[src/nsp_pkg.sv]
// ----------------------------------------------------------------------------
// nsp_pkg: shared constants and tables of the phase-shift pixel core
// Coefficient tables, arctangent table, datapath widths and register codes.
// ----------------------------------------------------------------------------
`default_nettype none

package nsp_pkg;

    localparam int SAMPLE_W        = 8;
    localparam int NUM_SAMPLES     = 8;
    localparam int COEF_W          = 16;
    localparam int PROD_W          = 25;
    localparam int SUM_W           = 28;
    localparam int MAG_W           = 26;
    localparam int SQ_W            = 52;
    localparam int XY_W            = 56;
    localparam int ANG_W           = 32;
    localparam int CORDIC_PRESHIFT = 26;
    localparam int CORDIC_ITERS    = 30;
    localparam int SQRT_CELLS      = 26;
    localparam int SQRT_TOP_BIT    = 50;
    localparam int MOD_W           = 13;
    localparam int STEP_W          = 4;
    localparam int ROW_W           = 3;
    localparam int CFG_IDX_W       = 4;
    localparam int CFG_DATA_W      = 8;
    localparam int RECIP_SHIFT     = 20;
    localparam int RECIP_W         = 19;
    localparam int QUO_W           = 18;
    localparam int RPROD_W         = QUO_W + RECIP_W;

    localparam logic [MOD_W-1:0]     MOD_TOP        = 13'd8191;
    localparam logic [STEP_W-1:0]    STEP_MIN       = 4'd3;
    localparam logic [STEP_W-1:0]    STEP_RESET     = 4'd4;
    localparam logic [CFG_IDX_W-1:0] REG_STEP_COUNT = 4'd0;
    localparam logic [CFG_IDX_W-1:0] REG_MOD_ENABLE = 4'd1;
    localparam logic [ANG_W-1:0]     HALF_TURN      = 32'h8000_0000;

    typedef logic signed [COEF_W-1:0] t_coef;

    typedef struct packed {
        logic [STEP_W-1:0] n_steps;
        logic              mod_en;
        logic              zero;
    } t_side;

    // Rows are indexed by step count minus three; the last two rows are never selected.
    localparam t_coef SIN_TAB [8][8] = '{
        '{16'sd0, 16'sd14189, -16'sd14189, 16'sd0, 16'sd0, 16'sd0, 16'sd0, 16'sd0},
        '{16'sd0, 16'sd16384, 16'sd0, -16'sd16384, 16'sd0, 16'sd0, 16'sd0, 16'sd0},
        '{16'sd0, 16'sd15582, 16'sd9630, -16'sd9630, -16'sd15582, 16'sd0, 16'sd0, 16'sd0},
        '{16'sd0, 16'sd14189, 16'sd14189, 16'sd0, -16'sd14189, -16'sd14189, 16'sd0,
          16'sd0},
        '{16'sd0, 16'sd12810, 16'sd15973, 16'sd7109, -16'sd7109, -16'sd15973, -16'sd12810,
          16'sd0},
        '{16'sd0, 16'sd11585, 16'sd16384, 16'sd11585, 16'sd0, -16'sd11585, -16'sd16384,
          -16'sd11585},
        '{16'sd0, 16'sd0, 16'sd0, 16'sd0, 16'sd0, 16'sd0, 16'sd0, 16'sd0},
        '{16'sd0, 16'sd0, 16'sd0, 16'sd0, 16'sd0, 16'sd0, 16'sd0, 16'sd0}
    };

    localparam t_coef COS_TAB [8][8] = '{
        '{16'sd16384, -16'sd8192, -16'sd8192, 16'sd0, 16'sd0, 16'sd0, 16'sd0, 16'sd0},
        '{16'sd16384, 16'sd0, -16'sd16384, 16'sd0, 16'sd0, 16'sd0, 16'sd0, 16'sd0},
        '{16'sd16384, 16'sd5063, -16'sd13255, -16'sd13255, 16'sd5063, 16'sd0, 16'sd0,
          16'sd0},
        '{16'sd16384, 16'sd8192, -16'sd8192, -16'sd16384, -16'sd8192, 16'sd8192, 16'sd0,
          16'sd0},
        '{16'sd16384, 16'sd10215, -16'sd3646, -16'sd14761, -16'sd14761, -16'sd3646,
          16'sd10215, 16'sd0},
        '{16'sd16384, 16'sd11585, 16'sd0, -16'sd11585, -16'sd16384, -16'sd11585, 16'sd0,
          16'sd11585},
        '{16'sd0, 16'sd0, 16'sd0, 16'sd0, 16'sd0, 16'sd0, 16'sd0, 16'sd0},
        '{16'sd0, 16'sd0, 16'sd0, 16'sd0, 16'sd0, 16'sd0, 16'sd0, 16'sd0}
    };

    localparam logic [ANG_W-1:0] ATAN_TAB [CORDIC_ITERS] = '{
        32'h20000000, 32'h12E4051E, 32'h09FB385B, 32'h051111D4, 32'h028B0D43,
        32'h0145D7E1, 32'h00A2F61E, 32'h00517C55, 32'h0028BE53, 32'h00145F2F,
        32'h000A2F98, 32'h000517CC, 32'h00028BE6, 32'h000145F3, 32'h0000A2FA,
        32'h0000517D, 32'h000028BE, 32'h0000145F, 32'h00000A30, 32'h00000518,
        32'h0000028C, 32'h00000146, 32'h000000A3, 32'h00000051, 32'h00000029,
        32'h00000014, 32'h0000000A, 32'h00000005, 32'h00000003, 32'h00000001
    };

    // floor(2^20 / n); the quotient estimate from it is low by at most one.
    function automatic logic [RECIP_W-1:0] recip(input logic [STEP_W-1:0] n);
        logic [RECIP_W-1:0] r;
        unique case (n)
            4'd3:    r = 19'd349525;
            4'd4:    r = 19'd262144;
            4'd5:    r = 19'd209715;
            4'd6:    r = 19'd174762;
            4'd7:    r = 19'd149796;
            default: r = 19'd131072;
        endcase
        return r;
    endfunction

endpackage

`default_nettype wire

[src/nsp_sqrt_cell.sv]
// ----------------------------------------------------------------------------
// nsp_sqrt_cell: one digit of the integer square root chain
// Tries one root bit against the remainder and hands both on.
// ----------------------------------------------------------------------------
`default_nettype none

module nsp_sqrt_cell #(
    parameter int BIT_POS = 0
) (
    input  wire                             i_clk,
    input  wire                             i_ld,
    input  wire logic [nsp_pkg::SQ_W-1:0]   i_rem,
    input  wire logic [nsp_pkg::SQ_W-1:0]   i_root,
    output logic [nsp_pkg::SQ_W-1:0]        o_rem,
    output logic [nsp_pkg::SQ_W-1:0]        o_root
);

    localparam logic [nsp_pkg::SQ_W-1:0] BIT = nsp_pkg::SQ_W'(1) << BIT_POS;

    logic [nsp_pkg::SQ_W-1:0] trial;
    logic [nsp_pkg::SQ_W-1:0] n_rem;
    logic [nsp_pkg::SQ_W-1:0] n_root;
    logic [nsp_pkg::SQ_W-1:0] r_rem;
    logic [nsp_pkg::SQ_W-1:0] r_root;

    always_comb begin
        trial = i_root + BIT;
        if (i_rem >= trial) begin
            n_rem  = i_rem - trial;
            n_root = (i_root >> 1) + BIT;
        end else begin
            n_rem  = i_rem;
            n_root = i_root >> 1;
        end
    end

    always_ff @(posedge i_clk) begin
        if (i_ld) begin
            r_rem  <= n_rem;
            r_root <= n_root;
        end
    end

    assign o_rem  = r_rem;
    assign o_root = r_root;

endmodule

`default_nettype wire

[config.mk]
export PLATFORM = sky130hd
export DESIGN_NAME = nsp_sqrt_cell
export DESIGN_NICKNAME = d
export VERILOG_FILES = /design/src/nsp_pkg.sv /design/src/nsp_sqrt_cell.sv
export SDC_FILE = /design/constraint.sdc
export NUM_CORES = 1
export LEC_CHECK = 0
export BUFFER_PORTS_ARGS = -buffer_cell sky130_fd_sc_hd__buf_2
export CORE_AREA = 2 2 133 160
export CTS_BUF_LIST = sky130_fd_sc_hd__clkbuf_16
export DETAILED_ROUTE_END_ITERATION = 8
export DIE_AREA = 0 0 135 162
export GPL_TIMING_DRIVEN = 0
export PLACE_DENSITY = 0.76
export SLEW_MARGIN = 5
export SYNTH_ARGS = -nofsm -noshare
export SYNTH_HDL_FRONTEND = slang
export SYNTH_SLANG_ARGS = --single-unit
[constraint.sdc]
create_clock -name i_clk -period 9.92 [get_ports i_clk]
set_input_delay 1.984 -clock i_clk [delete_from_list [all_inputs] [get_ports i_clk]]
set_output_delay 1.984 -clock i_clk [all_outputs]
set_load 0.005 [all_outputs]
## After elaboration in Yosys (flattened, before gate mapping)

Cells that the tools add are included.

| storage, ports and cells | value |
|---|---|
| logic and storage cells | 9 |
| output and inout port bits | 104 |
| input bits | 106 |
| bits in registers | 104 |

| operators by class | value |
|---|---|
| $add $sub $neg | 3 |
| order comparisons | 1 |
| mux-type cells | 2 |

Operators with widths:

| cell | count |
|---|---|
| adder 51 x 1 -> 52 bit (second input constant) | 1 |
| adder 52 x 1 -> 52 bit (second input constant) | 1 |
| >= comparator 52 bit | 1 |
| two-way mux 52 bit | 1 |
| subtractor 52 bit | 1 |
| two-way mux 51 bit | 1 |

## Longest topological paths before layout

| depth | value |
|---|---|
| depth after elaboration | 3 |
| mapped depth | 23 |
| mapped depth without buffers | 20 |

## Worst setup path before layout

Ideal clock, no wire load.

| timing | value |
|---|---|
| kind | input-to-reg |
| start point | input i_root[1] in the netlist's numbering |
| end point | register r_root, in the netlist o_root[36], data pin |
| cell stages on the path | 22 |
| required time | 9.654 ns |
| setup time | 0.266 ns |
| path slack | 3.789 ns |
| buffers on the path | 3 |
| data arrival time | 5.865 ns |
| path through | ha_1 > and3_1 > and3_1 > and3_1 > and3_1 > nand3_1 > or2_2 > clkbuf_1 > nor2_1 > xnor2_1 > ha_1 > clkbuf_1 > nand4_1 > nor3_1 > and3_1 > and4_1 > a211o_1 > o21a_2 > or2_1 > buf_2 > and3_1 > xor2_1 |

| on the way | value |
|---|---|
| word-level cells in the longest chain between the ends | 3 |
| elaborated cells between the ends (all ways) | 4 |
| those cells by class | add/sub: 2; order compare: 1; mux: 1 |

Ends and longest elaborated chain:

| item | line | text |
|---|---|---|
| start: declaration | nsp_sqrt_cell.sv:13 | `input wire logic [nsp_pkg::SQ_W-1:0] i_root,` |
| adder 52 x 1 -> 52 bit | nsp_sqrt_cell.sv:27 | `trial = i_root + BIT;` |
| >= comparator 52 bit | nsp_sqrt_cell.sv:28 | `if (i_rem >= trial) begin` |
| two-way mux 51 bit (*) | nsp_sqrt_cell.sv:28 |  |
| via n_root (one bit) | nsp_sqrt_cell.sv:22 | `logic [nsp_pkg::SQ_W-1:0] n_root;` |
| end signal: assignment | nsp_sqrt_cell.sv:40 | `r_root <= n_root;` |
| end: declaration | nsp_sqrt_cell.sv:24 | `logic [nsp_pkg::SQ_W-1:0] r_root;` |

Mark *: on every way through the listed nets, which the timed path passes. The rest lies on a longest branch.
A chain may end at the register's enable or synchronous reset.

## Worst setup path after layout

| timing | value |
|---|---|
| start point | input i_root[1] in the netlist's numbering |
| end point | register r_rem, in the netlist o_rem[5], data pin |

| on the way | value |
|---|---|
| word-level cells in the longest chain between the ends | 3 |
| elaborated cells between the ends (all ways) | 4 |
| those cells by class | add/sub: 2; order compare: 1; mux: 1 |

Ends and longest elaborated chain:

| item | line | text |
|---|---|---|
| adder 52 x 1 -> 52 bit (*) | nsp_sqrt_cell.sv:27 |  |
| subtractor 52 bit or >= comparator 52 bit (tied branches) | nsp_sqrt_cell.sv:29, nsp_sqrt_cell.sv:28 |  |
| two-way mux 52 bit (*) | nsp_sqrt_cell.sv:28 |  |
| via n_rem (one bit) | nsp_sqrt_cell.sv:21 | `logic [nsp_pkg::SQ_W-1:0] n_rem;` |
| end signal: assignment | nsp_sqrt_cell.sv:39 | `r_rem <= n_rem;` |
| end: declaration | nsp_sqrt_cell.sv:23 | `logic [nsp_pkg::SQ_W-1:0] r_rem;` |

Marked as above.

==> flow_metrics.tcl <==
set metrics [dict create \
    hold_path.class "in2reg" \
    synth-seq-cells 104 \
    crit_arrival_ns 7.23 \
    grt_pass1_wl_mm 44.18 \
    cts_setup_buffers 0 \
    yosysTopAreaCellShare 0.3545 \
    max_stage_delay_ns 0.35 \
    maxCapViolCount 0 \
    yosysUniqueCellTypes 66 \
    grt_pass1_vias 8114 \
    synth_flop_cell "edfxtp_1" \
    final_common_cell "buf_2" \
    grt_antenna_before_repair 6 \
    crit_family "simple AND/OR/NAND/NOR gates" \
    syn_nets 1172 \
    area_growth_pct 18.89 \
    synth_area_per_cell_um2 8.713 \
    cts_hold_buf 0 \
    path_buf_inv 5 \
    synth.yosys.seq_area_share 0.3545 \
    core_um2 20250 \
    fin_crit_ns 7.122 \
    setup_violations 0 \
    crit_required_ns 10.03 \
    dpl.hpwl_mm 23.69 \
    fin_nets 1385 \
    overflow 0 \
    drc 0 \
    hold_path_end "o_rem[3]" \
    drt_first_pass_iters 8 \
    cp-start-kind "input port" \
    most-common-layout-cells "buf_2, nand2_1, nor2_1, edfxtp_1, a21oi_1" \
    fin_setup_tns_ns 0 \
    path_class "in2reg" \
    fmax_mhz 140.4 \
    start_util 0.4349 \
    cts_tree "done" \
    min_period_over_period 0.7179 \
    synth_edf_count 104 \
    vdd_drop_max_mv 0.07288 \
    slew_headroom 0.5490 \
    antenna_left 0 \
    nFillCells 1939 \
    wl_mm 29.38 \
    die_height_um 162 \
    via_per_inst 5.662 \
    drive_gt1_frac 0.2238 \
    grt_max_degree 67 \
    routabilityCongestion 0.9865 \
    whs_path_depth 3 \
    clk_path_buf_depth 2 \
    synth_area_leaders "edfxtp_1, xor2_1, ha_1" \
    cts.sinks 104 \
    layout.cells.non_filler 1499 \
    status "finished, final reports clean" \
    hold_viol 0 \
    cts-root-buf "clkbuf_16" \
    p_leak_nw 4.268 \
    vias 8488 \
    crit_fanout 10 \
    multi_input_area_um2 5339 \
    row_count 57 \
    seq_area_um2 3123 \
    hold_ws_ns 1.918 \
    min_from "i_rem[3]" \
    worstMarginPinSlew_ns 0.6725 \
    fp.dieArea_um2 21870 \
    cts_buffers 9 \
    pwr_density_cell_nw_per_um2 129.3 \
    slowest_stage "or2_2" \
    placed_area_um2 10180 \
    async_flop_share 0 \
    post_drt_wl_per_cell_um 19.60 \
    drt-initial-drc-count 646 \
    postCtsResizedCells 0 \
    yosys.area.top_type "edfxtp_1" \
    portBuffers 201 \
    cp-end-kind "flop" \
    crit_top_cell "and3_1" \
    rsz0062_at_grt "false" \
    clk_pin_slew_ns 0.08 \
    grtUsageTotal 0.2647 \
    postSynthCellCount 1011 \
    cts.htree.levels 3 \
    ys_warn_count 0 \
    pin_count 210 \
    netlist_area_um2 8808 \
    drv_slew 0 \
    place_inst 1478 \
    stdcell_area_um2 10470 \
    die_x_um 135 \
    cp_cell_sequence "buf_2 -> ha_1 -> and3_1 -> and3_1 -> and3_1 -> and3_1 -> nand3_1 -> or2_2 -> clkbuf_1 -> nor2_1 -> xnor2_1 -> ha_1 -> clkbuf_1 -> nand4_1 -> nor2_1 -> and3_1 -> and4_1 -> a211o_1 -> o21a_2 -> or2_1 -> buf_2 -> buf_2 -> a21oi_1" \
]
==> power breakdown <==
| part | total (mW) | internal [mW] | switching, mW |
|---|---|---|---|
| registers | 0.559 | 0.546 | 0.0129 |
| logic | 0.441 | 0.171 | 0.270 |
| clock network | 0.354 | 0.173 | 0.181 |
==> through the flow <==
stage / total power, mW / util / setup WS, ns
after floorplan: 0.8300 / - / 3.789
final: 1.354 / 0.5171 / 2.798
after global placement: 1.000 / 0.5009 / 2.518
after detailed placement: 1.003 / 0.5024 / 2.514
after CTS: 1.355 / 0.5164 / 2.870
after global routing: 1.422 / 0.5167 / 2.424
==> cells in the mapped netlist (all sizes together) (2+ instances only) <==
| cell type | instances |
|---|---|
| edfxtp | 104 |
| nor4b | 4 |
| a21oi | 103 |
| nor3 | 41 |
| nand4 | 44 |
| and4 | 3 |
| or3 | 6 |
| o211ai | 6 |
| o22ai | 4 |
| nor2b | 3 |
| buf | 22 |
| a21o | 27 |
| a22oi | 3 |
| clkbuf | 29 |
| xnor2 | 64 |
| a31oi | 6 |
| a21boi | 3 |
| and3 | 13 |
| o2111ai | 3 |
| o21a | 8 |
| nand3 | 29 |
| xor2 | 79 |
| nor2 | 108 |
| ha | 54 |
| and2 | 9 |
| nand2 | 108 |
| o31ai | 8 |
| nand2b | 5 |
| o21ai | 42 |
| o21bai | 8 |
| inv | 27 |
| nor3b | 2 |
| a211oi | 2 |
| nor4 | 12 |
| or2 | 9 |
==> worst max-delay path by stage <==
stage / startpoint / to / cells past startpoint / slack, ns
floorplan: i_root[1] / o_root[36] / 22 / 3.79
global placement: i_root[2] / o_rem[5] / 23 / 2.52
detailed placement: i_root[1] / o_rem[5] / 23 / 2.51
CTS: i_root[1] / o_rem[42] / 24 / 2.87
global route: i_root[1] / o_root[46] / 23 / 2.42
finish: i_root[1] / o_rem[5] / 23 / 2.80
==> logic make-up (layout without fill, tap and decap cells) <==
family | Yosys count | after routing | synth area share
mux | 2 | 2 | 0.002415
simple gates | 397 | 397 | 0.2213
other cells | 0 | 5 | 0
buf+inv | 78 | 296 | 0.03935
fa+ha+maj | 55 | 55 | 0.07898
flops | 104 | 104 | 0.3545
xor+xnor | 143 | 143 | 0.1422
compound gates | 232 | 232 | 0.1612
==> final cells by class <==
cell class	instances	share of cell area
clock buffers	9	0.02151
diodes	5	0.001195
repair buffers	202	0.09892
plain buffers	51	0.02342
well taps	265	0.03166
multi-input cells	829	0.5098
inverters	27	0.009677
flip-flops and latches	104	0.2982
clock inverters	7	0.005615
==> state kept, by name (all words and copies together) (netlist names) <==
signal and count:
o_rem 52, o_root 52
==> routing by layer <==
metal  share of wire  track usage
met4           0.035       0.1084
met2            0.50       0.4721
met5         0.00071            0
met1            0.40       0.3185
met3           0.063      0.03808
==> tightest hold or removal path, stage by stage <==
cell and delay, ns:
buf_2 0.09, nand2_1 0.04, o21ai_0 0.06
Note: power is estimated with default switching activity, not from simulation.
