### src/nsp_pkg.sv
// ----------------------------------------------------------------------------
// nsp_pkg: shared constants and tables of the phase-shift pixel core
// Coefficient tables, arctangent table, datapath widths and register codes.
// ----------------------------------------------------------------------------
`default_nettype none

package nsp_pkg;

    localparam int SAMPLE_W        = 8;
    localparam int NUM_SAMPLES     = 8;
    localparam int COEF_W          = 16;
    localparam int PROD_W          = 25;
    localparam int SUM_W           = 28;
    localparam int MAG_W           = 26;
    localparam int SQ_W            = 52;
    localparam int XY_W            = 56;
    localparam int ANG_W           = 32;
    localparam int CORDIC_PRESHIFT = 26;
    localparam int CORDIC_ITERS    = 30;
    localparam int SQRT_CELLS      = 26;
    localparam int SQRT_TOP_BIT    = 50;
    localparam int MOD_W           = 13;
    localparam int STEP_W          = 4;
    localparam int ROW_W           = 3;
    localparam int CFG_IDX_W       = 4;
    localparam int CFG_DATA_W      = 8;
    localparam int RECIP_SHIFT     = 20;
    localparam int RECIP_W         = 19;
    localparam int QUO_W           = 18;
    localparam int RPROD_W         = QUO_W + RECIP_W;

    localparam logic [MOD_W-1:0]     MOD_TOP        = 13'd8191;
    localparam logic [STEP_W-1:0]    STEP_MIN       = 4'd3;
    localparam logic [STEP_W-1:0]    STEP_RESET     = 4'd4;
    localparam logic [CFG_IDX_W-1:0] REG_STEP_COUNT = 4'd0;
    localparam logic [CFG_IDX_W-1:0] REG_MOD_ENABLE = 4'd1;
    localparam logic [ANG_W-1:0]     HALF_TURN      = 32'h8000_0000;

    typedef logic signed [COEF_W-1:0] t_coef;

    typedef struct packed {
        logic [STEP_W-1:0] n_steps;
        logic              mod_en;
        logic              zero;
    } t_side;

    // Rows are indexed by step count minus three; the last two rows are never selected.
    localparam t_coef SIN_TAB [8][8] = '{
        '{16'sd0, 16'sd14189, -16'sd14189, 16'sd0, 16'sd0, 16'sd0, 16'sd0, 16'sd0},
        '{16'sd0, 16'sd16384, 16'sd0, -16'sd16384, 16'sd0, 16'sd0, 16'sd0, 16'sd0},
        '{16'sd0, 16'sd15582, 16'sd9630, -16'sd9630, -16'sd15582, 16'sd0, 16'sd0, 16'sd0},
        '{16'sd0, 16'sd14189, 16'sd14189, 16'sd0, -16'sd14189, -16'sd14189, 16'sd0,
          16'sd0},
        '{16'sd0, 16'sd12810, 16'sd15973, 16'sd7109, -16'sd7109, -16'sd15973, -16'sd12810,
          16'sd0},
        '{16'sd0, 16'sd11585, 16'sd16384, 16'sd11585, 16'sd0, -16'sd11585, -16'sd16384,
          -16'sd11585},
        '{16'sd0, 16'sd0, 16'sd0, 16'sd0, 16'sd0, 16'sd0, 16'sd0, 16'sd0},
        '{16'sd0, 16'sd0, 16'sd0, 16'sd0, 16'sd0, 16'sd0, 16'sd0, 16'sd0}
    };

    localparam t_coef COS_TAB [8][8] = '{
        '{16'sd16384, -16'sd8192, -16'sd8192, 16'sd0, 16'sd0, 16'sd0, 16'sd0, 16'sd0},
        '{16'sd16384, 16'sd0, -16'sd16384, 16'sd0, 16'sd0, 16'sd0, 16'sd0, 16'sd0},
        '{16'sd16384, 16'sd5063, -16'sd13255, -16'sd13255, 16'sd5063, 16'sd0, 16'sd0,
          16'sd0},
        '{16'sd16384, 16'sd8192, -16'sd8192, -16'sd16384, -16'sd8192, 16'sd8192, 16'sd0,
          16'sd0},
        '{16'sd16384, 16'sd10215, -16'sd3646, -16'sd14761, -16'sd14761, -16'sd3646,
          16'sd10215, 16'sd0},
        '{16'sd16384, 16'sd11585, 16'sd0, -16'sd11585, -16'sd16384, -16'sd11585, 16'sd0,
          16'sd11585},
        '{16'sd0, 16'sd0, 16'sd0, 16'sd0, 16'sd0, 16'sd0, 16'sd0, 16'sd0},
        '{16'sd0, 16'sd0, 16'sd0, 16'sd0, 16'sd0, 16'sd0, 16'sd0, 16'sd0}
    };

    localparam logic [ANG_W-1:0] ATAN_TAB [CORDIC_ITERS] = '{
        32'h20000000, 32'h12E4051E, 32'h09FB385B, 32'h051111D4, 32'h028B0D43,
        32'h0145D7E1, 32'h00A2F61E, 32'h00517C55, 32'h0028BE53, 32'h00145F2F,
        32'h000A2F98, 32'h000517CC, 32'h00028BE6, 32'h000145F3, 32'h0000A2FA,
        32'h0000517D, 32'h000028BE, 32'h0000145F, 32'h00000A30, 32'h00000518,
        32'h0000028C, 32'h00000146, 32'h000000A3, 32'h00000051, 32'h00000029,
        32'h00000014, 32'h0000000A, 32'h00000005, 32'h00000003, 32'h00000001
    };

    // floor(2^20 / n); the quotient estimate from it is low by at most one.
    function automatic logic [RECIP_W-1:0] recip(input logic [STEP_W-1:0] n);
        logic [RECIP_W-1:0] r;
        unique case (n)
            4'd3:    r = 19'd349525;
            4'd4:    r = 19'd262144;
            4'd5:    r = 19'd209715;
            4'd6:    r = 19'd174762;
            4'd7:    r = 19'd149796;
            default: r = 19'd131072;
        endcase
        return r;
    endfunction

endpackage

`default_nettype wire

### src/nsp_cordic_cell.sv
// ----------------------------------------------------------------------------
// nsp_cordic_cell: one vectoring rotation of the arctangent chain
// Rotates (x, y) toward the positive x axis and accumulates the angle.
// ----------------------------------------------------------------------------
`default_nettype none

module nsp_cordic_cell #(
    parameter int SHIFT = 0
) (
    input  wire                                  i_clk,
    input  wire                                  i_ld,
    input  wire logic signed [nsp_pkg::XY_W-1:0] i_x,
    input  wire logic signed [nsp_pkg::XY_W-1:0] i_y,
    input  wire logic [nsp_pkg::ANG_W-1:0]       i_ang,
    output logic signed [nsp_pkg::XY_W-1:0]      o_x,
    output logic signed [nsp_pkg::XY_W-1:0]      o_y,
    output logic [nsp_pkg::ANG_W-1:0]            o_ang
);

    logic signed [nsp_pkg::XY_W-1:0] dx;
    logic signed [nsp_pkg::XY_W-1:0] dy;
    logic signed [nsp_pkg::XY_W-1:0] n_x;
    logic signed [nsp_pkg::XY_W-1:0] n_y;
    logic [nsp_pkg::ANG_W-1:0]       n_ang;
    logic signed [nsp_pkg::XY_W-1:0] r_x;
    logic signed [nsp_pkg::XY_W-1:0] r_y;
    logic [nsp_pkg::ANG_W-1:0]       r_ang;

    always_comb begin
        dx = i_y >>> SHIFT;
        dy = i_x >>> SHIFT;
        if (!i_y[nsp_pkg::XY_W-1]) begin
            n_x   = i_x + dx;
            n_y   = i_y - dy;
            n_ang = i_ang + nsp_pkg::ATAN_TAB[SHIFT];
        end else begin
            n_x   = i_x - dx;
            n_y   = i_y + dy;
            n_ang = i_ang - nsp_pkg::ATAN_TAB[SHIFT];
        end
    end

    always_ff @(posedge i_clk) begin
        if (i_ld) begin
            r_x   <= n_x;
            r_y   <= n_y;
            r_ang <= n_ang;
        end
    end

    assign o_x   = r_x;
    assign o_y   = r_y;
    assign o_ang = r_ang;

endmodule

`default_nettype wire

### config.mk
export PLATFORM = sky130hd
export DESIGN_NAME = nsp_cordic_cell
export DESIGN_NICKNAME = d
export VERILOG_FILES = /design/src/nsp_pkg.sv /design/src/nsp_cordic_cell.sv
export SDC_FILE = /design/constraint.sdc
export NUM_CORES = 1
export LEC_CHECK = 0
export BUFFER_PORTS_ARGS = -buffer_cell sky130_fd_sc_hd__buf_2
export CAP_MARGIN = 30
export CORE_ASPECT_RATIO = 1.25
export CORE_UTILIZATION = 30
export CTS_BUF_LIST = sky130_fd_sc_hd__clkbuf_4 sky130_fd_sc_hd__clkbuf_8
export CTS_CLUSTER_DIAMETER = 150
export DETAILED_ROUTE_END_ITERATION = 12
export PLACE_DENSITY = 0.59
export SLEW_MARGIN = 40
export SYNTH_ARGS = -nofsm -noshare
export SYNTH_HDL_FRONTEND = slang
export SYNTH_SLANG_ARGS = --single-unit
export TNS_END_PERCENT = 1
### constraint.sdc
create_clock -name i_clk -period 4 [get_ports i_clk]
set_input_delay 1.2 -clock i_clk [delete_from_list [all_inputs] [get_ports i_clk]]
set_output_delay 1.2 -clock i_clk [all_outputs]
set_load 0.005 [all_outputs]
# Word-level counts from Yosys, hierarchy flattened
# Cells that the tools add are included.
# classes
add_sub_neg	5
muxes	3
# ops
cell	count
56-bit 2-to-1 mux	2
56-bit subtractor	2
56-bit adder	1
32-bit by 30-bit adder with 32-bit output (second input constant)	1
32-bit 2-to-1 mux	1
32-bit by 30-bit subtractor with 32-bit output (second input constant)	1
# totals
reg_bits	144
inputBits	146
out_inout_bits	144
elab_cells	11

# Depth between registers and ports, before layout
# Gate-level depths: netlist of the first run.
# logic_depth
word_depth	2
ltp_mapped	14
depth_no_buf	13

# Least setup slack after synthesis of the first run
# OpenSTA, ideal clock, no wires.
# synth_path
path_type	in2reg
start	in i_x[0] in the netlist's numbering
end	reg r_x (netlist bit o_x[50]), data pin
setup_ps	268
arrival_ps	3654
t_required_ps	3732
slack_ps	78
path_stages	12
path_buffers	0
path_cell_list	ha_1 -> fa_1 -> nor3b_1 -> o311ai_1 -> a21oi_1 -> nor4_2 -> o211ai_2 -> a21oi_2 -> o21ai_1 -> a41oi_1 -> o21ai_1 -> xnor2_1
# synth_between
elab_chain_cells	2
word_cells_on_any_way	3
cone_classes	add/sub: 2; mux: 1
# synth_rtl
item	line_no	rtl
start, declared	nsp_cordic_cell.sv:12	input wire logic signed [nsp_pkg::XY_W-1:0] i_x,
56-bit adder / 56-bit subtractor (equally long branches)	nsp_cordic_cell.sv:33, nsp_cordic_cell.sv:37	
56-bit 2-to-1 mux (*)	nsp_cordic_cell.sv:32	if (!i_y[nsp_pkg::XY_W-1]) begin
net n_x, one bit	nsp_cordic_cell.sv:22	logic signed [nsp_pkg::XY_W-1:0] n_x;
end signal, assigned	nsp_cordic_cell.sv:45	r_x <= n_x;
end, declared	nsp_cordic_cell.sv:25	logic signed [nsp_pkg::XY_W-1:0] r_x;
# Mark *: on every way through the listed nets, which the timed path passes. The rest lies on a longest branch.
# A chain may end at the register's enable or synchronous reset.

# Final worst setup path of the first run
# layout_path
start	in i_x[24] in the netlist's numbering
end	reg r_y (netlist bit o_y[53]), data pin
# layout_between
elab_chain_cells	2
word_cells_on_any_way	3
cone_classes	add/sub: 2; mux: 1
# layout_rtl
item	line_no	rtl
56-bit subtractor / 56-bit adder (equally long branches)	nsp_cordic_cell.sv:34, nsp_cordic_cell.sv:38	
56-bit 2-to-1 mux (*)	nsp_cordic_cell.sv:32	
net n_y, one bit	nsp_cordic_cell.sv:23	logic signed [nsp_pkg::XY_W-1:0] n_y;
end signal, assigned	nsp_cordic_cell.sv:46	r_y <= n_y;
end, declared	nsp_cordic_cell.sv:26	logic signed [nsp_pkg::XY_W-1:0] r_y;
# Marks and branches as above.

==> metrics, run 1 <==
FMAX 0.254 GHz; CTS tree done; Power Density 299 mW/mm2; WL met1 25.5 mm; Worst path top cell family by delay compound AO/OA/AOI/OAI gates; Synth Instances 1767; period utilization 98.5%; # DRC 0; Post-synth EDFFs 143; min-delay src i_ang[11]; total CTS buffers 17; status finished, final reports clean; unrepaired setup endpoints after global routing true; HP Class in -> reg; initial antenna violation count 1; worst-path fanout max 3; Min-Delay Endpoint o_ang[11]; WL final 61.1 mm; post-synth cell types 81; Seq/Total Area, Yosys 29.4%; synthesized flop and latch total 143; Site Rows 89; slowest stage delay, CP 0.35 ns; uppermost layer routed met4; CTS max path bufs 2; P_sw 2.40 mW; area delta synth->final 41.3%; # clock sinks 143; die width 199 um; GR Overflow Total 0; complex-gate fraction of the synthesized area 26.8%; Final Setup Violations 0; crit-path cells buf_2 > inv_1 > ha_1 > buf_4 > and4_1 > nand3_1 > nor2_2 > buf_4 > nand2_1 > o31ai_4 > buf_4 > o21ai_1 > buf_4 > o221ai_1 > a31oi_1 > a31oi_1 > xor2_1; sequential power share 33.1%; sw frac 38.9%; CTS root buffer clkbuf_8; Critical Path AT 4.23 ns; CP Launch Type primary input; Max IR drop VDD 0.230 mV; final period demand of the worst path 3.94 ns; Primary FF master, synth edfxtp_1; Setup CP Type in -> reg; drt wl/cell 19.6 um; via/cell ratio 5.16; async set or reset register ratio after synthesis 0%; LEAKAGE 9.57 nW; Slew Viols, Final 0; Int Pwr 3.77 mW; required time of the critical path 4.29 ns; largest net degree at the start of global routing 137; Buf/Inv on CP 6; DIE AREA 0.0495 mm2; Placer Congestion 0.959; combinational power share 46.1%; antenna-violating nets left 0; layout cell share with drive strength beyond 1 34.4%; total track usage 24.6%; crit path capture type register; HPWL Detailed 50.9 mm; syn nets 2082; Tightest Pin Transition 0.711 ns; H-tree lvl count 4; WL met3 3.08 mm; syn avg cell area 8.25 um2; DR pass1 iterations 5; hold path cells 1; Iteration-0 DRC Markers 1051; overall power 6.17 mW; simple logic cell fraction of the synthesized area 14.5%; largest family of logic cells by synthesized area compound AO/OA/AOI/OAI gates; xor and xnor area share after synthesis 6.49%; metal2 WL 30.1 mm; first-pass GRT wire length 92.2 mm; via total after detailed routing 16.1k; die extent in y 249 um; CORE AREA 0.0475 mm2; vias in the first global route 16.1k; I/O pin count 290; Slew headroom 52.6%; clk slew on worst S/H paths 0.10 ns; clock power share 20.8%; port bufs 289; CP dominant cell by count buf_4; Initial Utilization 30.7%; post-synthesis mux area share 1.38%; final core occ 43.4%; synthesized cell area 0.0146 mm2; critical path's slowest cell ha_1; area share of fa/ha/maj cells after synthesis 14.7%; Max Cap Violations 0; Net count, final 2776; Synth warnings 0; Final Hold Fails 0
cell usage after synthesis (all sizes together), types with 4 or more instances:
| master | n | area share (%) |
|---|---|---|
| nor2b | 19 | 0.82 |
| clkbuf | 45 | 1.2 |
| inv | 164 | 4.2 |
| o221ai | 7 | 0.42 |
| buf | 39 | 1.2 |
| o31ai | 17 | 0.88 |
| o211ai | 21 | 1.1 |
| o21ai | 124 | 4.3 |
| nand2 | 114 | 2.9 |
| and2 | 8 | 0.34 |
| nand4 | 29 | 1.2 |
| a21oi | 241 | 8.3 |
| xor2 | 20 | 1.2 |
| o21a | 7 | 0.36 |
| mux2i | 19 | 1.3 |
| a21o | 34 | 1.8 |
| o2111ai | 6 | 0.48 |
| a211oi | 26 | 1.4 |
| a21boi | 4 | 0.21 |
| and4 | 4 | 0.24 |
| edfxtp | 143 | 29 |
| xnor2 | 88 | 5.3 |
| a221o | 6 | 0.41 |
| ha | 165 | 14 |
| nor4 | 16 | 0.83 |
| or3 | 6 | 0.26 |
| clkinv | 4 | 0.10 |
| nand2b | 11 | 0.47 |
| o21bai | 56 | 2.9 |
| a311oi | 8 | 0.48 |
| a31o | 7 | 0.42 |
| nand3 | 29 | 1.0 |
| a2111oi | 6 | 0.42 |
| or2 | 10 | 0.43 |
| a31oi | 14 | 0.60 |
| nor2 | 157 | 4.0 |
| nor3 | 37 | 1.3 |
| a221oi | 6 | 0.36 |
| fa | 4 | 0.55 |
| o211a | 4 | 0.27 |
how the worst max path moves through the flow:
stage          startpoint  slack (ns)  endpoint  cells past startpoint
2_1_floorplan      i_x[0]        0.08   o_x[50]                     12
3_3_place_gp      i_x[22]       -0.93   o_y[53]                     17
3_5_place_dp      i_x[24]       -0.95   o_y[53]                     17
4_1_cts            i_x[7]       0.005   o_x[52]                     18
5_1_grt            i_x[0]       -0.02   o_x[48]                     15
6_report          i_x[24]        0.06   o_y[53]                     17
metrics by stage:
stage               setup WS [ns]  area [um2]  TNS, ns  std cells  hold WS, ns
floorplan                  0.0782       14600        0       1767         1.30
global placement           -0.929       20100   -32.94       3078         1.38
detailed placement         -0.952       20100   -31.69       3078         1.38
CTS                       0.00540       20500        0       3110        0.739
global route              -0.0211       20600  -0.0472       3112        0.759
finish                     0.0590       20600        0       3112        0.814
logic make-up (layout without fill, tap and decap cells):
| family | count (synthesis) | after routing |
|---|---|---|
| muxes | 20 | 20 |
| DFF | 143 | 143 |
| xor gates and xnor gates | 108 | 108 |
| AOI/OAI and AO/OA | 623 | 623 |
| adders and majority gates | 169 | 169 |
| and+or+nand+nor | 452 | 452 |
| other | 0 | 1 |
| buffers and inverters | 252 | 959 |
power groups by stage:
stage,clock [mW],combinational [mW],sequential [mW]
5_1_grt,1.39,3.08,2.06
3_5_place_dp,0,2.79,2.08
4_1_cts,1.35,2.81,2.05
3_3_place_gp,0,2.78,2.08
6_report,1.28,2.84,2.05
2_1_floorplan,0,1.29,2.08
final cells by class:
cell class | count | area [um2]
timing repair buffer | 759 | 5020
sequential | 143 | 4290
inverter | 168 | 631
clock buffer | 17 | 234
multi-input combinational | 1372 | 9450
tap | 637 | 797
antenna | 1 | 2.50
clock inverter | 15 | 188
fill | 4878 | 26900
registers in the layout (all words and copies together), names as in the netlist:
name	flops
o_x	56
o_ang	32
o_y	55
cell usage in the layout (no fill, tap or decap), types with 7 or more instances in the layout:
cell type  instances
o211ai_1          20
clkbuf_8          17
o21ai_0          110
nand4_1           29
mux2i_1           19
o21bai_1          56
nor2_1           156
buf_4            468
ha_1             163
a31oi_1           13
nand2b_1          11
nor4_1            14
xnor2_1           88
a21o_1            34
o31ai_1           14
o21ai_1           12
inv_1            160
nand2_1          114
nand3_1           29
edfxtp_1         143
xor2_1            20
or2_2              9
buf_2            287
nor3_1            36
and2_1             8
o21a_1             7
a21oi_2            7
a31o_2             7
a211oi_1          21
nor2b_1           19
a21oi_1          234
o221ai_1           7
what timing repair did:
item / 4_1_cts / 5_1_grt
endpoints found under the setup margin: 4 / 47
gates resized for setup: 2 / 30
setup buffers: 0 / 1
hold buffers: 0 / 0
pin swaps: 2 / 6
metal layers:
metal,vias to the layer above,GRT usage [%]
met1,7649,30.2
met3,101,3.57
li1,7766,-
met5,-,0
met2,535,42.1
met4,0,11.1
No activity file was read; power rests on OpenSTA's default activity.
==> run 2: changes to the inputs <==
- REMOVE_ABC_BUFFERS: not set -> 1
==> run 2 against run 1 <==
Effect of this change:
- largest cell class unchanged
- core utilization is essentially flat
- sequential share of layout area barely moved
- die area stayed put
- sequential power hardly changed
- power about the same
- largest power group unchanged
- final area about the same
- clock power hardly changed
- clock-buffer cell count unchanged
- fmax fell by 1.1%
- critical endpoint is now o_y[54]
- first-iteration DRC count is 1.9% higher
- global-route usage rose by 0.11 points
- critical path type unchanged
==> metrics, run 2 (synthesis gave the netlist of run 1 again) <==
H-tree lvl count 4 (unchanged); Critical Path AT 4.26 ns (+0.03 ns); Slew headroom 57.8% (+5.2 points); clock power share 20.6% (-0.2 points); initial antenna violation count 1 (unchanged); port bufs 289 (unchanged); CTS tree done; clk slew on worst S/H paths 0.10 ns (about the same); Critical Path Sink o_y[54]; CP Launch Type primary input; Tightest Pin Transition 0.626 ns (-0.0848 ns); sequential power share 33.0% (about the same); via total after detailed routing 16.1k (+0.0062%); crit path capture type register; combinational power share 46.4% (+0.3 points); die extent in y 249 um (unchanged); vias in the first global route 16.3k (+0.64%); final period demand of the worst path 3.98 ns (+0.0435 ns); # hold bufs at CTS 0 (unchanged); largest net degree at the start of global routing 92 (-33%); Power Density 299 mW/mm2 (about the same); via/cell ratio 5.17 (+0.20%); FMAX 0.251 GHz (-1.1%); Placer Congestion 0.975 (+1.7%); DR pass1 iterations 5 (unchanged); commonest cells after routing, fill and taps aside buf_4, buf_2, a21oi_1; CORE AREA 0.0475 mm2 (unchanged); I/O pin count 290 (unchanged); Iteration-0 DRC Markers 1071 (+1.9%); WL final 62.3 mm (+2.0%); antenna-violating nets left 0 (unchanged); non-filler cells, final 3106 (-0.19%); # clock sinks 143 (unchanged); crit path launch i_x[0]; LEAKAGE 9.57 nW (about the same); commonest non-fill, non-tap cell in the layout buf_4; final core occ 43.3% (about the same); Net count, final 2770 (-0.22%); Slew Viols, Final 0 (unchanged); first-pass GRT wire length 92.4 mm (+0.29%); area delta synth->final 41.3% (about the same); # DRC 0 (unchanged); pre-CTS setup slack -0.733 ns (+0.219 ns); Site Rows 89 (unchanged); Max Cap Violations 0 (unchanged); P_sw 2.41 mW (+0.52%); required time of the critical path 4.28 ns (about the same); Inst Count DP 3071 (-0.23%); Setup WS post-layout 0.0155 ns (-0.0435 ns); CTS root buffer clkbuf_8; total track usage 24.7% (+0.11 points); status finished, final reports clean; Final Hold Fails 0 (unchanged); layout cell share with drive strength beyond 1 34.3% (-0.038 points); Initial Utilization 30.7% (unchanged); number of flip-flops in the largest register 56 (unchanged); Int Pwr 3.76 mW (-0.38%); unrepaired setup endpoints after global routing true; die width 199 um (unchanged); drt wl/cell 20.1 um (+2.2%); total CTS buffers 17 (unchanged); sw frac 39.1% (+0.21 points); setup total negative slack 0 ns (unchanged); HPWL Detailed 52.0 mm (+2.2%); worst-path fanout max 3 (unchanged); fillers 4876 (-0.041%); CTS max path bufs 2 (unchanged); Setup CP Type in -> reg; Final Setup Violations 0 (unchanged); Max IR drop VDD 0.251 mV (+9.0%); HP Class in -> reg; GR Overflow Total 0 (unchanged); DIE AREA 0.0495 mm2 (unchanged); period utilization 99.6% (+1.1 points)
run 2: changes by cell type in the layout (fill, tap and decap cells not counted), moves of 3 or more:
cell	delta
buf_4	-7
a21oi_2	-3
a21oi_1	+3
o21ai_2	+3
run 2: cell type report:
| class | count | area, um2 | area share, % |
|---|---|---|---|
| diodes | 1 | 2.50 | 0.0121 |
| clock buffers | 17 | 234 | 1.14 |
| inverters | 168 | 631 | 3.06 |
| well taps | 637 | 797 | 3.87 |
| repair buffers | 753 | 4990 | 24.2 |
| multi-input cells | 1372 | 9480 | 46.0 |
| clock inverters | 15 | 175 | 0.850 |
| flip-flops and latches | 143 | 4290 | 20.8 |
run 2: power by group through the flow:
| stage | Sequential, mW | Clock (mW) | Combinational [mW] |
|---|---|---|---|
| after floorplan | 2.08 | 0 | 1.25 |
| after global placement | 2.07 | 0 | 2.79 |
| after detailed placement | 2.07 | 0 | 2.79 |
| after CTS | 2.04 | 1.31 | 2.81 |
| after global routing | 2.06 | 1.35 | 3.08 |
| final | 2.04 | 1.27 | 2.86 |
run 2: critical path, cell delays in order:
cell      delay, ns
buf_2          0.11
buf_4          0.13
ha_1           0.23
fa_1           0.41
nor2b_2        0.15
o21bai_1       0.12
a211o_1        0.34
a211oi_2       0.29
buf_4          0.15
o211ai_1       0.11
a21boi_2       0.20
o211ai_1       0.24
a21oi_1        0.22
o221ai_1       0.18
xnor2_1        0.17
run 2: timing repair:
action                                  CTS  global route
endpoints found under the setup margin   13            34
hold endpoints to repair                  0             0
setup buffers                             0             2
resized for setup                         7            32
pin swaps                                 2             9
gates cloned                              0             0
run 2: how the worst min path moves through the flow:
stage                     startpoint   endpoint  cells after the start
after floorplan             i_ang[0]   o_ang[0]                      0
after global placement      i_ang[2]   o_ang[2]                      1
after detailed placement   i_ang[14]  o_ang[14]                      1
after CTS                  i_ang[24]  o_ang[24]                      1
after global routing       i_ang[24]  o_ang[24]                      1
final                      i_ang[24]  o_ang[24]                      1
run 2: per-layer routing:
metal / wire length, um / global-route usage (%) / up-vias
met5: 0 / 0 / -
met4: 2590 / 11.0 / 0
met3: 2840 / 3.38 / 118
met2: 32200 / 45.2 / 582
met1: 24600 / 28.0 / 7622
li1: - / - / 7730
run 2: metrics by stage:
step           power, mW  hold slack (ns)  area (um2)
2_1_floorplan       3.33             1.30       14200
3_3_place_gp        4.86             1.38       20000
3_5_place_dp        4.86             1.38       20000
4_1_cts             6.16            0.787       20500
5_1_grt             6.49            0.810       20600
6_report            6.17            0.825       20600
